## config.mk

```make
export PLATFORM = sky130hd
export DESIGN_NAME = estm_fifo
export DESIGN_NICKNAME = d
export VERILOG_FILES = /design/src/design/estm_pkg.sv /design/src/design/estm_fifo.sv
export SDC_FILE = /design/constraint.sdc
export NUM_CORES = 2
export LEC_CHECK = 0
export ABC_AREA = 0
export BUFFER_PORTS_ARGS = -buffer_cell sky130_fd_sc_hd__buf_2
export CORE_ASPECT_RATIO = 1.25
export CORE_MARGIN = 2
export CORE_UTILIZATION = 40
export DETAILED_ROUTE_END_ITERATION = 8
export GPL_ROUTABILITY_DRIVEN = 0
export SETUP_SLACK_MARGIN = 0.2
export SYNTH_ARGS = -nofsm -noshare
export SYNTH_HDL_FRONTEND = slang
export SYNTH_SLANG_ARGS = --single-unit
```

## constraint.sdc

```tcl
create_clock -name clk_i -period 44.2 [get_ports clk_i]
set_clock_uncertainty 0.2 [all_clocks]
set_input_delay 6.63 -clock clk_i [delete_from_list [all_inputs] [get_ports clk_i]]
set_output_delay 6.63 -clock clk_i [all_outputs]
set_load 0.005 [all_outputs]
```

## src/design/estm_pkg.sv

```systemverilog
package estm_pkg;

  localparam int CORDIC_STEPS = 16;
  localparam int ATAN_LEN     = 24;
  localparam int CORDIC_N     = (CORDIC_STEPS > ATAN_LEN) ? ATAN_LEN : CORDIC_STEPS;

  localparam int CW = 34;  // CORDIC x/y datapath
  localparam int ZW = 34;  // CORDIC angle datapath
  localparam int TW = 32;  // sine/cosine handed to the back end
  localparam int RW = 34;  // products and matrix entries
  localparam int DW = 22;  // |scale| * 64

  localparam int FIFO_DEPTH = 8;
  localparam int FIFO_AW    = $clog2(FIFO_DEPTH);
  localparam int CNT_W      = FIFO_AW + 1;

  localparam int DIV_STEPS = RW;
  localparam int DIV_CW    = $clog2(DIV_STEPS + 1);

  localparam logic signed [CW-1:0] GAIN_Q30   = 34'sd652032874;
  localparam logic signed [35:0]   PI_Q30     = 36'sd3373259426;
  localparam logic signed [35:0]   HALF_PI_Q30 = 36'sd1686629713;
  localparam logic signed [35:0]   TWO_PI_Q30 = 36'sd6746518852;

  localparam logic signed [ZW-1:0] ATAN_Q30 [ATAN_LEN] = '{
    34'sd843314856, 34'sd497837829, 34'sd263043836, 34'sd133525158,
    34'sd67021686,  34'sd33543515,  34'sd16775850,  34'sd8388437,
    34'sd4194282,   34'sd2097149,   34'sd1048575,   34'sd524287,
    34'sd262143,    34'sd131071,    34'sd65535,     34'sd32767,
    34'sd16383,     34'sd8191,      34'sd4095,      34'sd2047,
    34'sd1023,      34'sd511,       34'sd255,       34'sd127
  };

  localparam logic CMD_MODEL  = 1'b0;
  localparam logic CMD_NORMAL = 1'b1;

  localparam logic [1:0] COL_TRANS       = 2'd3;
  localparam logic [1:0] COL_LAST_NORMAL = 2'd2;

  localparam logic signed [31:0] Q16_MAX = 32'sh7fff_ffff;
  localparam logic signed [31:0] Q16_MIN = 32'sh8000_0000;

  typedef struct packed {
    logic signed [CW-1:0] x;
    logic signed [CW-1:0] y;
    logic signed [ZW-1:0] z;
    logic                 neg;
  } cord_t;

  typedef struct packed {
    logic               cmd;
    logic signed [15:0] scale_x;
    logic signed [15:0] scale_y;
    logic signed [15:0] scale_z;
    logic signed [31:0] offset_x;
    logic signed [31:0] offset_y;
    logic signed [31:0] offset_z;
  } pay_t;

  // lane 0: angle Y (s1,c1), lane 1: angle X (s2,c2), lane 2: angle Z (s3,c3)
  typedef struct packed {
    pay_t                 pay;
    logic [2:0][TW-1:0]   sn;
    logic [2:0][TW-1:0]   cs;
  } ent_t;

  typedef enum logic [1:0] {
    E_IDLE,
    E_MODEL,
    E_DSTART,
    E_DWAIT
  } emit_e;

  function automatic logic signed [RW-1:0] mul30(logic signed [RW-1:0] a,
                                                logic signed [RW-1:0] b);
    logic signed [2*RW-1:0] p;
    p = a * b;
    return p[RW+29:30];
  endfunction

  function automatic logic signed [31:0] sat32(logic signed [63:0] v);
    logic signed [31:0] r;
    if (v > 64'(Q16_MAX)) r = Q16_MAX;
    else if (v < 64'(Q16_MIN)) r = Q16_MIN;
    else r = v[31:0];
    return r;
  endfunction

endpackage

```

## src/design/estm_fifo.sv

```systemverilog
module estm_fifo (
  input  logic            clk_i,
  input  logic            rst_ni,
  input  logic            push_i,
  input  estm_pkg::ent_t  data_i,
  input  logic            pop_i,
  output logic            empty_o,
  output estm_pkg::ent_t  data_o
);

  estm_pkg::ent_t mem_q [estm_pkg::FIFO_DEPTH];
  logic [estm_pkg::FIFO_AW-1:0] wp_q, wp_d, rp_q, rp_d;
  logic [estm_pkg::CNT_W-1:0]   cnt_q, cnt_d;

  always_comb begin
    wp_d  = push_i ? wp_q + 1'b1 : wp_q;
    rp_d  = pop_i ? rp_q + 1'b1 : rp_q;
    cnt_d = cnt_q + estm_pkg::CNT_W'(push_i) - estm_pkg::CNT_W'(pop_i);
  end

  always_ff @(posedge clk_i or negedge rst_ni) begin
    if (!rst_ni) begin
      wp_q  <= '0;
      rp_q  <= '0;
      cnt_q <= '0;
    end else begin
      wp_q  <= wp_d;
      rp_q  <= rp_d;
      cnt_q <= cnt_d;
    end
  end

  always_ff @(posedge clk_i) begin
    if (push_i) mem_q[wp_q] <= data_i;
  end

  assign empty_o = (cnt_q == '0);
  assign data_o  = mem_q[rp_q];

  a_no_overflow: assert property (@(posedge clk_i) disable iff (!rst_ni)
    push_i |-> (cnt_q < estm_pkg::CNT_W'(estm_pkg::FIFO_DEPTH)))
    else $error("request queue overflow");

  a_no_underflow: assert property (@(posedge clk_i) disable iff (!rst_ni)
    pop_i |-> !empty_o)
    else $error("request queue underflow");

  a_count_up: assert property (@(posedge clk_i) disable iff (!rst_ni)
    (push_i && !pop_i) |=> (cnt_q == $past(cnt_q) + 1'b1))
    else $error("queue count lost a push");

  a_ptr_gap: assert property (@(posedge clk_i) disable iff (!rst_ni)
    (cnt_q != estm_pkg::CNT_W'(estm_pkg::FIFO_DEPTH))
      |-> (wp_q - rp_q == cnt_q[estm_pkg::FIFO_AW-1:0]))
    else $error("queue pointers disagree with count");

endmodule

```

; Yosys cells after proc, flatten, opt, wreduce, memory -nomap -nowiden
; Memories as Yosys holds them, arrays and structs flattened.
; Cells that the tools add are included.
; W data, S select, Z words.
[word_totals]
register_bits = 10
latchBits = 0
ramBits = 2696
romBits = 0
output_inout_bits = 338
wordCells = 11
n_memories = 1
[memory_table]
columns = memory, depth, width, read_ports, rd_clocked_by_memory_dff, write_ports, line_no
row1 = mem_q, 8, 337, 1, 0, 1, estm_fifo.sv:11  ; estm_pkg::ent_t mem_q [estm_pkg::FIFO_DEPTH];
[op_classes]
add_sub_neg = 4
multipliers = 0
n_div = 0
magnitude_cmp = 0
n_eq_ne = 0
n_shift = 0
n_mux = 2
n_bitwise = 0
n_reduce_logical = 1
[op_table]
columns = cell, n
row1 = $add A3 B1 Y3 const B, 2
row2 = $add A4 B1 Y4, 1
row3 = $logic_not A4 Y1, 1
row4 = $sub A4 B1 Y4, 1
row5 = $mux W1, 2

; Longest topological paths before layout
[logic_depth]
depth_word = 2
ltp_mapped = 7
mapped_depth_nobuf = 7

; Least setup slack after synthesis
; OpenSTA, ideal clock, no wires.
[synth_path]
path_type = input-to-reg
start = in push_i
end = mem mem_q[0][0] in the netlist's numbering, enable pin
setup_ps = 1448
t_arrival_ps = 29370
setup_slack_ps = 13182
cell_stages = 2
path_buffers = 0
cell_sequence = nand2b_1 -> nor3_1
[synth_between]
elab_chain_len = 2
[synth_lines]
columns = element, line_no
row1 = start: declaration, estm_fifo.sv:4  ; input logic push_i,
row2 = $mux W1, estm_fifo.sv:34  ; if (push_i) mem_q[wp_q] <= data_i;
row3 = $mux W1 (implied by the code), estm_fifo.sv:34
row4 = end: declaration, estm_fifo.sv:11
; No other way between the ends.

==> results_dict.tcl <==
set metrics [dict create \
    status "complete, no violations" \
    layout_common_cells "edfxtp_1 (2696), buf_2 (678), mux4_2 (594)" \
    synth_area_per_cell_um2 25.9 \
    period_share_pct 31.3 \
    grtUsageMet3_pct 4.72 \
    fmax_mhz 72.3 \
    synthesis.nets 4296 \
    core-area_um2 254000 \
    timing_hold_violations_final 0 \
    fin_cells 8367 \
    antenna_left 0 \
    drt-total-wl_um 222000 \
    track_usage_pct 16.9 \
    max_cap_viol_count 0 \
    antenna_found_initial 103 \
    nFillCells 20800 \
    grt_max_degree 158 \
    tightest_slew_ps 1300 \
    vias_per_cell 5.33 \
    cp-endpoint "data_o[212]" \
    drc 0 \
    pre_cts_ws_ps 31160 \
    yosysSeqAreaShare_pct 79.6 \
    cts.sink_count 2706 \
    dieArea_um2 259000 \
    end_kind "output port" \
    clk-insertion-delay-late_ps 850 \
    vias 44600 \
    dp.cells 7861 \
    die_w_um 456 \
    grt-ovfl-total 0 \
    grt_pass1_vias 47100 \
    setup_violations 0 \
    ff2ff_setup_slack_ps 39270 \
    grt_use_met1_pct 20.9 \
    critPathRequiredTime_ps 37370 \
    synth_warnings 0 \
    critPathMaxStageDelay_ps 1190 \
    final_common_cell "edfxtp_1" \
    slowest_stage "dfrtp_4" \
    critPathMaxFanout 76 \
    cp_cell_sequence "buf_4 -> buf_4 -> buf_4 -> buf_4 -> buf_4 -> mux4_2 -> mux2_2 -> buf_2" \
    critical-path-top-cell-by-count "buf_4" \
    start_util_pct 40.2 \
    clk_pin_slew_worst_paths_ps 60 \
    holdCritPathClass "reg2reg" \
    cp_num_buf_inv 6 \
    r2r_cells 6 \
    cts_hold_buf 0 \
    r2r-end "mem_q[1][114]$_DFFE_PP_" \
    drt_iter0_drc 3496 \
    grt_pass1_wl_um 324000 \
    path_class "reg2out" \
    slew_headroom_pct 13.6 \
    crit_family "buffers and inverters" \
    drtPass1Iterations 7 \
    cp.depth 8 \
    numCtsBuffers 275 \
    htree_levels 5 \
    slew_viol_final 0 \
    startpoint "rp_q[2]$_DFFE_PN0P_" \
    numPortBuffers 678 \
    synth.distinct_cells 22 \
    fp.dieH_um 569 \
    power_density_nw_per_um2 66.1 \
    routedWlPerCell_um 26.6 \
    area_delta_synth_final_pct 15.3 \
    post-dp-hpwl_um 124000 \
    clockRootBuffer "clkbuf_16" \
    fp-row-count 207 \
    r2r-start "wp_q[1]$_DFFE_PN0P_" \
    cts_tree "built" \
    min_from "wp_q[1]$_DFFE_PN0P_" \
    post_cts_buffers 0 \
    grt_use_met2_pct 28.5 \
    grt.busiest_layer "met2" \
    io_pins 679 \
    ys_ff_latch 2706 \
    cp.arrival_ps 6990 \
    critPathLaunchType "register" \
    clockBufferDepth 4 \
    postSynthCellCount 3947 \
    peakVddDrop_uv 54.8 \
    period_minus_slack_ps 13820 \
    drive_above_1_share_pct 41.4 \
    setup_slack_ps 30380 \
    grt_setup_unrepaired "false" \
    p_leak_nw 38.0 \
    setup_tns_ps 0 \
    synth_area_um2 102000 \
    nets 5143 \
    cts_resized 0 \
    hold_depth 1 \
]
## cells by family (layout without fill, tap and decap cells)
| logic type | count (synthesis) | in the layout | share of synthesized area, % |
|---|---|---|---|
| XOR/XNOR | 6 | 6 | 0.0515 |
| flip-flops | 2706 | 2706 | 79.6 |
| AND/OR/NAND/NOR | 16 | 16 | 0.0711 |
| buffers and inverters | 196 | 1242 | 1.30 |
| multiplexers | 1013 | 1013 | 18.9 |
| adder cells (fa/ha/maj) | 8 | 8 | 0.105 |
| AO/OA/AOI/OAI | 2 | 2 | 0.0123 |
| other | 0 | 30 | 0 |
## metal layers
metal | vias to the layer above | routed length [um]
met5 | - | 424
met4 | 68 | 6730
met3 | 462 | 15100
met2 | 1206 | 113000
met1 | 24000 | 87600
li1 | 18900 | -
## per-stage QoR
stage                     hold WS (ps)  instance area, um^2  util, %  power (mW)
final                              368               118000     46.3        7.78
after global routing               405               118000     46.3        8.12
after CTS                          371               118000     46.3        7.91
after detailed placement           356               109000     43.0        5.70
after global placement             333               109000     43.0        5.67
after floorplan                    317               102000        -        5.06
## final cells by class
cell class                 count  area, um^2  share of cell area [%]
tap                         3344        4180                    3.56
inverter                       8        30.0                  0.0255
antenna                       30        75.1                  0.0638
clock inverter               140        1140                   0.966
multi-input combinational   1045       19600                    16.7
sequential                  2706       81200                    69.0
clock buffer                 336        7300                    6.20
timing repair buffer         758        4140                    3.52
## cell usage after synthesis (all sizes together)
| library cell | instances | area, um^2 |
|---|---|---|
| a21o | 1 | 7.51 |
| a21oi | 1 | 5.00 |
| and3 | 1 | 6.26 |
| buf | 122 | 1050 |
| clkbuf | 66 | 248 |
| dfrtp | 10 | 250 |
| edfxtp | 2696 | 81000 |
| fa | 1 | 20.0 |
| ha | 7 | 87.6 |
| inv | 8 | 30.0 |
| mux2 | 339 | 3820 |
| mux4 | 674 | 15500 |
| nand2 | 4 | 15.0 |
| nand2b | 3 | 18.8 |
| nor2 | 6 | 22.5 |
| nor3 | 2 | 10.0 |
| xnor2 | 3 | 26.3 |
| xor2 | 3 | 26.3 |
## sequential cells by signal (all words and copies together) (netlist names)
name   cells
rp_q       3
mem_q   2696
cnt_q      4
wp_q       3
## where the power goes
part / internal (mW) / switching, mW / leakage (nW)
clock network: 1.25 / 0.941 / 4.13
logic: 1.07 / 1.19 / 9.22
registers: 3.22 / 0.0992 / 24.6
total: 5.55 / 2.23 / 38.0
## worst min-delay path by stage
stage | to | slack, ps
floorplan | wp_q[2]$_DFFE_PN0P_ | 320
CTS | wp_q[1]$_DFFE_PN0P_ | 370
global placement | wp_q[1]$_DFFE_PN0P_ | 330
detailed placement | wp_q[1]$_DFFE_PN0P_ | 360
finish | wp_q[1]$_DFFE_PN0P_ | 370
global route | wp_q[1]$_DFFE_PN0P_ | 400
Power figures use the tool's default switching activity.
